[config.mk]
export PLATFORM = sky130hd
export DESIGN_NAME = json_number_classifier
export DESIGN_NICKNAME = d
export VERILOG_FILES = /design/src/jnc_pkg.sv /design/src/jnc_parse.sv /design/src/json_number_classifier.sv
export SDC_FILE = /design/constraint.sdc
export NUM_CORES = 1
export LEC_CHECK = 0
export BUFFER_PORTS_ARGS = -buffer_cell sky130_fd_sc_hd__buf_2
export CORE_MARGIN = 2
export CORE_UTILIZATION = 45
export DETAILED_ROUTE_END_ITERATION = 10
export PLACE_DENSITY = 0.66
export RECOVER_POWER = 25
export SYNTH_ARGS = -nofsm -noshare
export SYNTH_HDL_FRONTEND = slang
export SYNTH_SLANG_ARGS = --single-unit
[constraint.sdc]
create_clock -name clk -period 7.1 [get_ports clk]
set_clock_uncertainty 0.15 [all_clocks]
set_input_delay 1.065 -clock clk [delete_from_list [all_inputs] [get_ports clk]]
set_output_delay 1.065 -clock clk [all_outputs]
set_load 0.03 [all_outputs]
[src/jnc_pkg.sv]
package jnc_pkg;

    // Default width of the decimal place and exponent counters
    localparam int unsigned COUNT_BITS_DEF = 16;

    // Character codes
    localparam logic [7:0] CH_ZERO  = 8'h30;
    localparam logic [7:0] CH_NINE  = 8'h39;
    localparam logic [7:0] CH_DOT   = 8'h2E;
    localparam logic [7:0] CH_E_LO  = 8'h65;
    localparam logic [7:0] CH_E_UP  = 8'h45;
    localparam logic [7:0] CH_PLUS  = 8'h2B;
    localparam logic [7:0] CH_MINUS = 8'h2D;

    // Grammar position inside one token
    typedef enum logic [3:0] {
        PH_START    = 4'd0,
        PH_MINUS    = 4'd1,
        PH_ZERO     = 4'd2,
        PH_INT      = 4'd3,
        PH_DOT      = 4'd4,
        PH_FRAC     = 4'd5,
        PH_EXP_E    = 4'd6,
        PH_EXP_SIGN = 4'd7,
        PH_EXP_DIG  = 4'd8,
        PH_BAD      = 4'd9
    } phase_t;

    // Single-bit token flags
    typedef struct packed {
        logic exp_neg;
        logic sign_seen;
        logic exp_seen;
    } flags_t;

    // Classification of a finished token
    typedef struct packed {
        logic valid_res;
        logic is_negative;
        logic has_exponent;
        logic is_float;
    } result_t;

endpackage

[src/jnc_parse.sv]
module jnc_parse #(
    parameter int unsigned COUNT_BITS = jnc_pkg::COUNT_BITS_DEF
) (
    input  jnc_pkg::phase_t               phase,
    input  logic signed [COUNT_BITS-1:0]  dcount,
    input  logic        [COUNT_BITS-1:0]  fpos,
    input  logic        [COUNT_BITS-1:0]  evalue,
    input  jnc_pkg::flags_t               flags,
    input  logic        [7:0]             char_code,
    input  logic                          is_final,
    output jnc_pkg::phase_t               phase_next,
    output logic signed [COUNT_BITS-1:0]  dcount_next,
    output logic        [COUNT_BITS-1:0]  fpos_next,
    output logic        [COUNT_BITS-1:0]  evalue_next,
    output jnc_pkg::flags_t               flags_next,
    output jnc_pkg::result_t              result
);

    localparam logic [COUNT_BITS-1:0] CNT_MAX = {1'b0, {(COUNT_BITS-1){1'b1}}};
    localparam logic [COUNT_BITS-1:0] CNT_MIN = {1'b1, {(COUNT_BITS-1){1'b0}}};

    logic                     is_digit;
    logic                     is_zero_ch;
    logic                     is_e;
    logic [COUNT_BITS+3:0]    ev_wide;
    logic [COUNT_BITS+3:0]    ev_prod;
    logic [COUNT_BITS-1:0]    ev_step;
    logic [COUNT_BITS-1:0]    fpos_inc;
    jnc_pkg::phase_t          ph;
    logic signed [COUNT_BITS-1:0] dc;
    logic [COUNT_BITS-1:0]    fp;
    logic [COUNT_BITS-1:0]    ev;
    jnc_pkg::flags_t          fl;
    logic signed [COUNT_BITS:0] dc_ext;
    logic signed [COUNT_BITS:0] ev_ext;
    logic signed [COUNT_BITS:0] places;
    logic                     ok;

    // Character classes
    assign is_digit   = char_code inside {[jnc_pkg::CH_ZERO:jnc_pkg::CH_NINE]};
    assign is_zero_ch = (char_code == jnc_pkg::CH_ZERO);
    assign is_e       = (char_code == jnc_pkg::CH_E_LO) || (char_code == jnc_pkg::CH_E_UP);

    // Exponent accumulate: ev*10 + digit, saturated
    assign ev_wide = {4'b0000, evalue};
    assign ev_prod = (ev_wide << 3) + (ev_wide << 1) + {{COUNT_BITS{1'b0}}, char_code[3:0]};
    assign ev_step = (ev_prod > {4'b0000, CNT_MAX}) ? CNT_MAX : ev_prod[COUNT_BITS-1:0];

    // Fraction position increment, saturated
    assign fpos_inc = (fpos == CNT_MAX) ? CNT_MAX : fpos + 1'b1;

    // Grammar step
    always_comb
    begin
        ph = phase;
        dc = dcount;
        fp = fpos;
        ev = evalue;
        fl = flags;
        case (phase)
            jnc_pkg::PH_START,
            jnc_pkg::PH_MINUS:
            begin
                if ((phase == jnc_pkg::PH_START) && (char_code == jnc_pkg::CH_MINUS))
                begin
                    fl.sign_seen = 1'b1;
                    ph = jnc_pkg::PH_MINUS;
                end
                else if (is_zero_ch)
                begin
                    ph = jnc_pkg::PH_ZERO;
                    dc = CNT_MIN;
                end
                else if (is_digit)
                begin
                    ph = jnc_pkg::PH_INT;
                    dc = '0;
                end
                else
                begin
                    ph = jnc_pkg::PH_BAD;
                end
            end
            jnc_pkg::PH_ZERO,
            jnc_pkg::PH_INT:
            begin
                if (is_digit)
                begin
                    if (phase == jnc_pkg::PH_ZERO)
                        ph = jnc_pkg::PH_BAD;
                    else if (is_zero_ch)
                        dc = (dcount == CNT_MIN) ? CNT_MIN : dcount - 1'b1;
                    else
                        dc = '0;
                end
                else if (char_code == jnc_pkg::CH_DOT)
                begin
                    fp = '0;
                    ph = jnc_pkg::PH_DOT;
                end
                else if (is_e)
                begin
                    fl.exp_seen = 1'b1;
                    ph = jnc_pkg::PH_EXP_E;
                end
                else
                begin
                    ph = jnc_pkg::PH_BAD;
                end
            end
            jnc_pkg::PH_DOT,
            jnc_pkg::PH_FRAC:
            begin
                if (is_digit)
                begin
                    fp = fpos_inc;
                    if (!is_zero_ch)
                        dc = fpos_inc;
                    ph = jnc_pkg::PH_FRAC;
                end
                else if (is_e && (phase == jnc_pkg::PH_FRAC))
                begin
                    fl.exp_seen = 1'b1;
                    ph = jnc_pkg::PH_EXP_E;
                end
                else
                begin
                    ph = jnc_pkg::PH_BAD;
                end
            end
            jnc_pkg::PH_EXP_E:
            begin
                if (char_code == jnc_pkg::CH_PLUS)
                begin
                    ph = jnc_pkg::PH_EXP_SIGN;
                end
                else if (char_code == jnc_pkg::CH_MINUS)
                begin
                    fl.exp_neg = 1'b1;
                    ph = jnc_pkg::PH_EXP_SIGN;
                end
                else if (is_digit)
                begin
                    ev = ev_step;
                    ph = jnc_pkg::PH_EXP_DIG;
                end
                else
                begin
                    ph = jnc_pkg::PH_BAD;
                end
            end
            jnc_pkg::PH_EXP_SIGN,
            jnc_pkg::PH_EXP_DIG:
            begin
                if (is_digit)
                begin
                    ev = ev_step;
                    ph = jnc_pkg::PH_EXP_DIG;
                end
                else
                begin
                    ph = jnc_pkg::PH_BAD;
                end
            end
            default:
            begin
                ph = jnc_pkg::PH_BAD;
            end
        endcase
    end

    // Final classification; exponent is zero unless one was seen
    assign dc_ext = {dc[COUNT_BITS-1], dc};
    assign ev_ext = {1'b0, ev};
    assign places = fl.exp_neg ? (dc_ext + ev_ext) : (dc_ext - ev_ext);
    assign ok     = (ph == jnc_pkg::PH_ZERO) || (ph == jnc_pkg::PH_INT) ||
                    (ph == jnc_pkg::PH_FRAC) || (ph == jnc_pkg::PH_EXP_DIG);

    always_comb
    begin
        result.valid_res    = ok;
        result.is_negative  = ok && fl.sign_seen;
        result.has_exponent = ok && fl.exp_seen;
        result.is_float     = ok && !places[COUNT_BITS] && (places != '0);
    end

    // Token state returns to its start values after the last character
    always_comb
    begin
        if (is_final)
        begin
            phase_next  = jnc_pkg::PH_START;
            dcount_next = '0;
            fpos_next   = '0;
            evalue_next = '0;
            flags_next  = '0;
        end
        else
        begin
            phase_next  = ph;
            dcount_next = dc;
            fpos_next   = fp;
            evalue_next = ev;
            flags_next  = fl;
        end
    end

endmodule

[src/json_number_classifier.sv]
// JSON number classifier.
// Input channel (in_valid/in_ready): one character word per transfer,
// char_code plus is_final on the last character of a token. Output channel
// (out_valid/out_ready): one result word per token, carrying valid_res,
// is_negative, has_exponent and is_float; the last three are 0 when the
// token is malformed.
// Pipeline: an input register, then the grammar step and classification,
// then a result register. Throughput is one character per cycle, except
// while a final character waits for the result register. out_valid rises
// when the final character steps out of the input register into a free
// result register, which then holds the token's result word.
// When the receiver stalls, the result register holds its word; non-final
// characters keep flowing, and a final character waits in the input
// register until the result register can take its word, so at most two
// words are held before in_ready drops.
// Reset (rst_n low, asynchronous) empties both registers and returns the
// parser to the start of a token.
module json_number_classifier #(
    parameter int unsigned COUNT_BITS = jnc_pkg::COUNT_BITS_DEF
) (
    input  logic       clk,
    input  logic       rst_n,
    input  logic       in_valid,
    output logic       in_ready,
    input  logic [7:0] char_code,
    input  logic       is_final,
    output logic       out_valid,
    input  logic       out_ready,
    output logic       valid_res,
    output logic       is_negative,
    output logic       has_exponent,
    output logic       is_float
);

    logic                          in_valid_reg;
    logic [7:0]                    char_reg;
    logic                          final_reg;
    logic                          out_valid_reg;
    jnc_pkg::result_t              result_reg;

    jnc_pkg::phase_t               phase_reg;
    jnc_pkg::phase_t               phase_next;
    logic signed [COUNT_BITS-1:0]  dcount_reg;
    logic signed [COUNT_BITS-1:0]  dcount_next;
    logic        [COUNT_BITS-1:0]  fpos_reg;
    logic        [COUNT_BITS-1:0]  fpos_next;
    logic        [COUNT_BITS-1:0]  evalue_reg;
    logic        [COUNT_BITS-1:0]  evalue_next;
    jnc_pkg::flags_t               flags_reg;
    jnc_pkg::flags_t               flags_next;
    jnc_pkg::result_t              result;

    logic out_free;
    logic step;

    // Handshake: a final word steps only when the result register is free
    assign out_free = !out_valid_reg || out_ready;
    assign step     = in_valid_reg && (!final_reg || out_free);
    assign in_ready = !in_valid_reg || step;

    // Input register
    always_ff @(posedge clk or negedge rst_n)
    begin
        if (!rst_n)
            in_valid_reg <= 1'b0;
        else if (in_ready)
            in_valid_reg <= in_valid;
    end

    always_ff @(posedge clk)
    begin
        if (in_ready && in_valid)
        begin
            char_reg  <= char_code;
            final_reg <= is_final;
        end
    end

    // Grammar step
    jnc_parse #(
        .COUNT_BITS (COUNT_BITS)
    ) u_parse (
        .phase       (phase_reg),
        .dcount      (dcount_reg),
        .fpos        (fpos_reg),
        .evalue      (evalue_reg),
        .flags       (flags_reg),
        .char_code   (char_reg),
        .is_final    (final_reg),
        .phase_next  (phase_next),
        .dcount_next (dcount_next),
        .fpos_next   (fpos_next),
        .evalue_next (evalue_next),
        .flags_next  (flags_next),
        .result      (result)
    );

    // Token state
    always_ff @(posedge clk or negedge rst_n)
    begin
        if (!rst_n)
        begin
            phase_reg  <= jnc_pkg::PH_START;
            dcount_reg <= '0;
            fpos_reg   <= '0;
            evalue_reg <= '0;
            flags_reg  <= '0;
        end
        else if (step)
        begin
            phase_reg  <= phase_next;
            dcount_reg <= dcount_next;
            fpos_reg   <= fpos_next;
            evalue_reg <= evalue_next;
            flags_reg  <= flags_next;
        end
    end

    // Result register
    always_ff @(posedge clk or negedge rst_n)
    begin
        if (!rst_n)
            out_valid_reg <= 1'b0;
        else if (step && final_reg)
            out_valid_reg <= 1'b1;
        else if (out_ready)
            out_valid_reg <= 1'b0;
    end

    always_ff @(posedge clk)
    begin
        if (step && final_reg)
            result_reg <= result;
    end

    assign out_valid    = out_valid_reg;
    assign valid_res    = result_reg.valid_res;
    assign is_negative  = result_reg.is_negative;
    assign has_exponent = result_reg.has_exponent;
    assign is_float     = result_reg.is_float;

endmodule
== Word level (Yosys, flattened, before mapping) ==
Index checks and enable logic that the tools add are counted.
Cells by class
  magnitude comparators: 3
  reduce and logical (&&, ||, !) cells: 30
  add/subtract/negate cells: 6
  multiplexer cells: 52
  eq/ne operators: 23
Operator list (count)
  16-bit two-way mux: 20
  16-bit case mux with 2 select lines: 2
  4-bit two-way mux: 12
  16-bit case mux with 3 select lines: 1
  8-bit by 6-bit equality test with 1-bit output, second input constant: 4
  19-bit by 17-bit adder with 20-bit output: 1
  20-bit by 4-bit adder with 20-bit output: 1
  4-bit by 3-bit equality test with 1-bit output, second input constant: 5
  20-bit by 15-bit greater-than comparator with 1-bit output, second input constant: 1
  4-bit case mux with 5 select lines: 1
  16-bit by 17-bit adder with 17-bit output: 1
  17-bit two-way mux: 1
  17-bit nonzero test: 1
  16-bit by 17-bit subtractor with 17-bit output: 1
  16-bit by 1-bit adder with 16-bit output, second input constant: 1
  16-bit by 15-bit equality test with 1-bit output, second input constant: 1
  16-bit equality test, second input constant: 1
  4-bit by 2-bit equality test with 1-bit output, second input constant: 4
  8-bit by 7-bit equality test with 1-bit output, second input constant: 2
  16-bit by 1-bit subtractor with 16-bit output, second input constant: 1
  1-bit two-way mux: 13
  1-bit logical AND: 10
  4-bit equality test, second input constant: 2
  8-bit by 6-bit >= comparator with 1-bit output, second input constant: 1
  other kinds (13): 26
Storage, ports and cells
  bits of input ports: 13
  flip-flop bits (word level): 70

== Logic depth before layout (Yosys ltp) ==
Gate-level depths: netlist of the first run.
  word-level depth: 13
  gate-level depth with buffers: 29
  gate-level depth less buffers: 28

== Modules after synthesis ==
Synthesis of the first run repeated with hierarchy kept, for this count alone.
Second synthesis, totals
  cell total of the unflattened synthesis: 1074
  area total of the unflattened synthesis: 8446.9 µm²
Modules (own cells, without submodules)
  jnc_parse: cells each 739, area an instance 4675.7 µm², seq. area each 0.0 µm², times used 1
  json_number_classifier: cells each 335, area an instance 3771.1 µm², seq. area each 1816.7 µm², times used 1

== Worst setup path before layout of the first run ==
OpenSTA, ideal clock, no wires.
  path kind: reg-to-reg
  from: register char_reg[3]
  to: register result_reg (netlist bit is_float) (data pin)
  stages on the path, launching flop included: 27
  setup slack: 0.262 ns
  path buffers: 1
  clock period less this slack: 6.838 ns
  library setup time: 0.265 ns
  arrival time: 6.422 ns
  cell sequence: edfxtp_1 fa_1 fa_1 a21o_1 a22o_1 nor2_1 nor4b_1 nor4_2 nand3_1 or3_1 o21ai_0 ha_1 inv_1 a211oi_2 a21oi_1 xnor2_1 ha_1 clkbuf_1 a2111oi_0 nand4_1 or3_1 a2111oi_0 o2111ai_1 o21ai_1 nor3b_1 and4_1 or3_1
RTL lines
  start: declaration: line json_number_classifier.sv:36  | logic [7:0] char_reg;
  start signal: assignment: line json_number_classifier.sv:74  | char_reg <= char_code;
  end signal: assignment: line json_number_classifier.sv:133  | result_reg <= result;
  end: declaration: line json_number_classifier.sv:39  | jnc_pkg::result_t result_reg;

==> results of run 1 <==
==> final cells by class <==
| cell class | count | area [um^2] | area share [%] |
|---|---|---|---|
| multi-input combinational | 713 | 4700 | 63.5 |
| sequential | 70 | 1820 | 24.5 |
| timing repair buffer | 43 | 273 | 3.68 |
| tap | 184 | 230 | 3.11 |
| clock buffer | 9 | 225 | 3.04 |
| inverter | 22 | 82.6 | 1.11 |
| clock inverter | 7 | 80.1 | 1.08 |
==> what timing repair did <==
action                                  in CTS  in global routing
buffers inserted                             0                  3
pin swaps                                    0                  7
endpoints found under the hold margin        0                  0
endpoints found under the setup margin       1                  1
gates resized for setup                      1                 16
==> worst reg2reg max path, delay by kind of cell, from the launching register on <==
kind                       cells  cell delay (ps)
muxes                          1              170
AOI/OAI and AO/OA             11             2130
and+or+nand+nor                9             1850
buffers and inverters          1               70
adders and majority gates      4             1570
xor gates and xnor gates       1              160
DFF                            1              400
==> kinds of logic after synthesis <==
kind of cell             after synthesis  share of synthesized area [%]
AO/OA/AOI/OAI                        293                           27.6
XOR/XNOR                              42                           5.77
adder cells (fa/ha/maj)               54                           10.4
buffers and inverters                 57                           3.53
flip-flops                            70                           27.1
multiplexers                           8                           1.34
AND/OR/NAND/NOR                      316                           24.2
==> metal layers <==
layer  track usage [%]  share of wire (%)  up-vias
met2              37.1                 46      223
li1                  -                  -     3197
met5                 0                  0        -
met4              5.95                1.4        0
met3              3.53                5.3       20
met1              33.8                 48     3096
==> stage by stage <==
step           instance area, um^2  util [%]  hold slack [ps]
6_report                      7410      51.0              353
5_1_grt                       7410      51.0              410
4_1_cts                       7350      50.5              364
3_5_place_dp                  7040      48.4              343
3_3_place_gp                  7040      48.4              333
2_1_floorplan                 6710         -              313
==> cells in the mapped netlist (16+ instances only) <==
cell type / number
a21oi_1: 61
a22o_1: 22
clkbuf_1: 26
nand3_1: 29
dfrtp_1: 57
inv_1: 22
a21o_1: 16
nor3_1: 22
nand2_1: 73
ha_1: 51
nor2_1: 83
xnor2_1: 32
o21ai_0: 102
==> power by group through the flow <==
| stage | combinational, mW | sequential (mW) | clock [mW] |
|---|---|---|---|
| 2_1_floorplan | 0.420 | 0.451 | 0 |
| 3_3_place_gp | 0.555 | 0.456 | 0 |
| 3_5_place_dp | 0.553 | 0.456 | 0 |
| 4_1_cts | 0.557 | 0.448 | 0.480 |
| 5_1_grt | 0.661 | 0.452 | 0.500 |
| 6_report | 0.596 | 0.450 | 0.478 |
==> final timing paths <==
kind	end	slack, ps	depth (start not counted)
setup / recovery	is_float	300	27
hold / removal	flags_reg[1]	350	2
setup reg to reg	is_float	300	27
hold reg to reg	flags_reg[1]	350	2
max in group asynchronous	evalue_reg[11]	3280	2
min in group asynchronous	fpos_reg[8]	1720	2
==> metrics.md, run 1 <==
| Metric | Value |
|---|---|
| Status | complete, but fails checks |
| Failing checks | max-capacitance violations, max-slew violations |
| Critical path buffer and inverter count | 1 |
| Post-Layout Cell Count | ~1,000 |
| Sw Ratio | 37.8% |
| Hold buffer count at cts | 0 |
| Later-pin clock latency in the skew report | 350 ps |
| Switching pwr | 576 uW |
| Pin count of the biggest net entering global routing | 58 |
| # setup viols final | 0 |
| Initial Utilization | 46.1% |
| Final worst path period need | 6800 ps |
| Clock share of power | between 30% and 40% |
| Total Power | ~1.5 mW |
| Vias | 6,536 |
| Syn-to-layout area delta | 10.5% |
| Initial antenna violation count | 0 |
| Height of the die | 126 um |
| Peak supply drop | 0.000171 V |
| 1st-iter DRT viols | 577 |
| 1st-pass router iterations | 4 |
| Clock Tree Buf Depth | 2 |
| CP Class | register to register |
| Most common cell after layout, fill and taps aside | o21ai_0 |
| DIE AREA | 15,900 um^2 |
| Top cell by count, worst path | or3_1 |
| Htree depth | 3 |
| Worst-path clk slew | around 70 ps |
| Final Cycle Share | 95.7% |
| Seq pwr share | 29.5% |
| Worst slew pin tran | 3180 ps |
| Setup TNS | 0 ps |
| Final setup margin | a little over 300 ps |
| Startpoint Class | register |
| Synth async-reset ratio | 81.4% |
| Vias in the first global route | 6,003 |
| Internal | 948 uW |
| Antenna viol nets, final | 0 |
| Placed Cells | 1,029 |
| Final Hold Violating Endpoints | 0 |
| R2R Path Start | evalue_reg[2] |
| Pwr Density | 206 nW/um^2 |
| Gp weighted congestion | 0.933 |
| CTS buffer count | 9 |
| Port bufs | 18 |
| Fmax | 147 MHz |
| Crit path max-delay family | compound AO/OA/AOI/OAI gates |
| # IOs | 19 |
| Routed Wire Length | 18,800 um |
| EDFF count, synth | 13 |
| Vias per cell | between 6 and 7 |
| Seq cells post-synth | 70 |
| Synth area leaders | dfrtp_1 21%, ha_1 9.5%, o21ai_0 7.6% |
| Die X | 126 um |
| Core box area | 14,500 um^2 |
| Worst EP arrival | between 6000 and 7000 ps |
| Post-Syn Instances | 840 |
| # clock sinks | 70 |
| Max incr delay on CP | about 540 ps |
| GR Util All Layers | 23.5% |
| Synth Flop Type | dfrtp_1 |
| Synth warn | 0 |
| Sequential area share after synthesis | 27.1% |
| DRC violations left | 0 |
| Worst slack at placement | -8.39 ps |
| Slew margin rel. | -112% |
| HP Class | register to register |
| CP max FO | 5 |
| NumNets Final | a little over 900 |
| Leading area contributor after synthesis | dfrtp_1 |
| Net Count, Synth | 907 |
| CTS tree | built |
| Post-synth cell types | about 80 |
| DR WL/cell | 17.9 um |
| Num rows | 44 |
| CP endpoint kind | register |
| First-pass GRT wire length | 30,700 um |
| Share of layout cells above drive strength 1 | 10.3% |
| Grt ovf | 0 |
| Clk root buf | clkbuf_16 |
| DP HPWL | 13,900 um |
| Mapped Area | 6710 um^2 |
| Most frequent cells in the layout | 100 x o21ai_0, 83 x nor2_1, 73 x nand2_1, 60 x a21oi_1, 57 x dfrtp_1 |
| Worst Hold Launch | flags_reg[1] |
| Fillers | 1,446 |
| ANT cells | 0 |
| Syn avg cell area | 7.98 um^2 |
| Pleak | around 3.2 nW |
| WP data required | 7040 ps |
| Maxcap violations | 1 |
| Fin. max-slew vios | 58 |
| Gate power share | 39.1% |
| Crit path from | evalue_reg[2] |
| Highest-delay cell along the critical path | fa_1 |
| Area share of the largest cell type after synthesis | 21.3% |
(Power assumes the default switching activity.)
==> run 2: changes to the inputs <==
Settings changed: ABC_AREA from default to 1.
==> metrics.md, run 2 <==
| Metric | Value |
|---|---|
| Status | complete, but fails checks (unchanged) |
| Failing checks | max-capacitance violations, max-slew violations (unchanged) |
| Post-CTS Resized | 0 (was 1) |
| Clock share of power | 24.1% (was 31.4%) |
| # setup viols final | 0 (unchanged) |
| Crit path max-delay family | simple AND/OR/NAND/NOR gates (was compound AO/OA/AOI/OAI gates) |
| Htree depth | 3 (unchanged) |
| Worst slack at placement | 1250 ps (was -8.39 ps) |
| Port bufs | 18 (unchanged) |
| Worst reg2reg path endpoint | is_float (unchanged) |
| Maxcap violations | 1 (unchanged) |
| Fmax | 170 MHz (was 147 MHz) |
| Startpoint Class | register (unchanged) |
| Most frequent cells in the layout | 277 x nand2_1, 176 x inv_1, 104 x nor2_1, 78 x o21ai_0, 71 x nand3_1 (was 100 x o21ai_0, 83 x nor2_1, 73 x nand2_1, 60 x a21oi_1, 57 x dfrtp_1) |
| Fillers | 1,646 (was 1,446) |
| Postcts setup bufs | 0 (unchanged) |
| Switching pwr | 859 uW (was 576 uW) |
| Reg area | 1820 um^2 (unchanged) |
| Gp weighted congestion | 0.901 (was 0.933) |
| WHS Path Cells | 2 (unchanged) |
| Worst reg-to-reg path cell count | 33 (was 27) |
| # IOs | 19 (unchanged) |
| Vias per cell | 5.34 (was 6.24) |
| CTS tree | built (unchanged) |
| Synth Flop Type | dfrtp_1 (unchanged) |
| CTS buffer count | 9 (unchanged) |
| DR WL/cell | 14.6 um (was 17.9 um) |
| Post-synth cell types | 54 (was 81) |
| Setup TNS | 0 ps (unchanged) |
| Pleak | 4.07 nW (was 3.23 nW) |
| Die X | 131 um (was 126 um) |
| Unrepaired setup endpoints after global routing | false |
| Total Power | 1.87 mW (was 1.52 mW) |
| Synth area leaders | dfrtp_1 20%, nand2_1 14%, inv_1 9.1% (was dfrtp_1 21%, ha_1 9.5%, o21ai_0 7.6%) |
| Final instance area | 7800 um^2 (was 7410 um^2) |
| EDFF count, synth | 13 (unchanged) |
| Seq cells post-synth | 70 (unchanged) |
| CP endpoint kind | register (unchanged) |
| WP data required | 7070 ps (was 7040 ps) |
| Share of layout cells above drive strength 1 | 7.45% (was 10.3%) |
| Worst hold slack | 380 ps (was 353 ps) |
| Post-Syn Instances | 1,114 (was 840) |
| Initial Utilization | 45.9% (was 46.1%) |
| Max incr delay on CP | 570 ps (was 540 ps) |
| Sw Ratio | 46.0% (was 37.8%) |
| Highest-delay cell along the critical path | fa_1 (unchanged) |
| Synth warn | 0 (unchanged) |
| Syn-to-layout area delta | 7.84% (was 10.5%) |
| Routed Wire Length | 19,700 um (was 18,800 um) |
| Height of the die | 131 um (was 126 um) |
| Most common cell after layout, fill and taps aside | nand2_1 (was o21ai_0) |
| Core box area | 15,800 um^2 (was 14,500 um^2) |
| Num rows | 46 (was 44) |
| Final worst path period need | 5890 ps (was 6800 ps) |
| GR Util All Layers | 24.2% (was 23.5%) |
| DP HPWL | 15,200 um (was 13,900 um) |
| Placed Cells | 1,327 (was 1,029) |
| DIE AREA | 17,100 um^2 (was 15,900 um^2) |
| DRC violations left | 0 (unchanged) |
| Seq pwr share | 25.2% (was 29.5%) |
| Post-synth top cells | 277 x nand2_1, 176 x inv_1, 104 x nor2_1, 78 x o21ai_0, 71 x nand3_1 (was 102 x o21ai_0, 83 x nor2_1, 73 x nand2_1, 61 x a21oi_1, 57 x dfrtp_1) |
| Pwr Density | 239 nW/um^2 (was 206 nW/um^2) |
| Sequential area share after synthesis | 25.1% (was 27.1%) |
| Syn avg cell area | 6.49 um^2 (was 7.98 um^2) |
| Net Count, Synth | 1,181 (was 907) |
| Vias in the first global route | 6,697 (was 6,003) |
| Worst EP arrival | 5860 ps (was 6740 ps) |
| Hold buffer count at cts | 0 (unchanged) |
| Dpl cell area | 7510 um^2 (was 7040 um^2) |
| # clock sinks | 70 (unchanged) |
| Fin. max-slew vios | 58 (unchanged) |
| CP max FO | 14 (was 5) |
| Final Hold Violating Endpoints | 0 (unchanged) |
| Area share of the largest cell type after synthesis | 19.7% (was 21.3%) |
| Final Cycle Share | 83.0% (was 95.7%) |
| HP Class | register to register (unchanged) |
| Final core utilization | 49.4% (was 51.0%) |
| Synth async-reset ratio | 81.4% (unchanged) |
| Post-Layout Cell Count | 1,343 (was 1,048) |
| Top cell by count, worst path | nand2_1 (was or3_1) |
| Most common cell in the synthesized netlist | nand2_1 (was o21ai_0) |
| NumNets Final | 1,189 (was 926) |
| Final setup margin | 1210 ps (was 303 ps) |
| Antenna viol nets, final | 0 (unchanged) |
| 1st-pass router iterations | 6 (was 4) |
| Leading area contributor after synthesis | dfrtp_1 (unchanged) |
| Later-pin clock latency in the skew report | 360 ps (was 350 ps) |
| Internal | 1.01 mW (was 948 uW) |
| 1st-iter DRT viols | 547 (was 577) |
| Clock Tree Buf Depth | 2 (unchanged) |
| Gate power share | 50.7% (was 39.1%) |
| CP Class | register to register (unchanged) |
| Grt ovf | 0 (unchanged) |
| First-pass GRT wire length | 32,800 um (was 30,700 um) |
| Vias | 7,170 (was 6,536) |
| Worst slew pin tran | 3250 ps (was 3180 ps) |
| Initial antenna violation count | 0 (unchanged) |
| Critical path buffer and inverter count | 2 (was 1) |
| Slew margin rel. | -117% (was -112%) |
| Worst Hold Launch | flags_reg[1] (unchanged) |
| Multi-input logic area | 4610 um^2 (was 4700 um^2) |
| Mapped Area | 7230 um^2 (was 6710 um^2) |
| Clk root buf | clkbuf_16 (unchanged) |
| Reg2Reg Setup Slack | 1210 ps (was 300 ps) |
| Hold Path Sink | flags_reg[1] (unchanged) |
| Worst-path clk slew | 70 ps (about the same) |
| R2R Path Start | char_reg[3] (was evalue_reg[2]) |
| Pin count of the biggest net entering global routing | 58 (unchanged) |
| ANT cells | 0 (unchanged) |
| Peak supply drop | 0.000153 V (was 0.000171 V) |
[run 2: changes by cell type after synthesis, moves of 19 or more]
| cell | change |
|---|---|
| a22o_1 | -22 |
| inv_1 | +154 |
| nand2_1 | +204 |
| nand3_1 | +42 |
| nor2_1 | +21 |
| o21ai_0 | -24 |
| o22ai_1 | +19 |
| xnor2_1 | -24 |
| xor2_1 | +19 |
[run 2: per-layer routing]
layer	wire (um)	global-route usage (%)	share of wire (%)
met3	866	3.01	4.4
met4	274	6.70	1.4
met1	9460	33.0	48
met2	9060	40.7	46
met5	0	0	0
[run 2: power groups by stage]
stage	sequential (mW)	clock, mW	combinational (mW)
2_1_floorplan	0.471	0	0.744
3_3_place_gp	0.477	0	0.926
3_5_place_dp	0.478	0	0.936
4_1_cts	0.470	0.457	0.939
5_1_grt	0.475	0.473	1.07
6_report	0.471	0.450	0.946
[run 2: worst max-delay path by stage]
stage                 from       end  slack (ps)  cells after the start
6_report       char_reg[3]  is_float        1210                     33
5_1_grt        char_reg[3]  is_float         450                     33
4_1_cts        char_reg[3]  is_float        1220                     33
3_5_place_dp   char_reg[3]  is_float        1250                     33
3_3_place_gp   char_reg[3]  is_float        1350                     33
2_1_floorplan  char_reg[3]  is_float        1870                     33
[run 2: cell families after synthesis]
logic type                 after synthesis  synth area share, %
AOI/OAI and AO/OA                      216                 17.5
xor gates and xnor gates                36                 4.36
adders and majority gates               54                 9.66
buffers and inverters                  208                 11.2
DFF                                     70                 25.1
and+or+nand+nor                        530                 32.2
[run 2: cell type report]
type	count	share of cell area, %
Multi-Input combinational cell	836	59.1
Sequential cell	70	23.3
Inverter	180	8.66
Tap cell	216	3.47
Clock buffer	9	2.89
Timing Repair Buffer	25	1.78
Clock inverter	7	0.818
[run 2: tightest hold or removal path, cell delays in order, from the launching register on]
cell      delay, ps
dfrtp_1         360
inv_1            70
a211oi_1         60
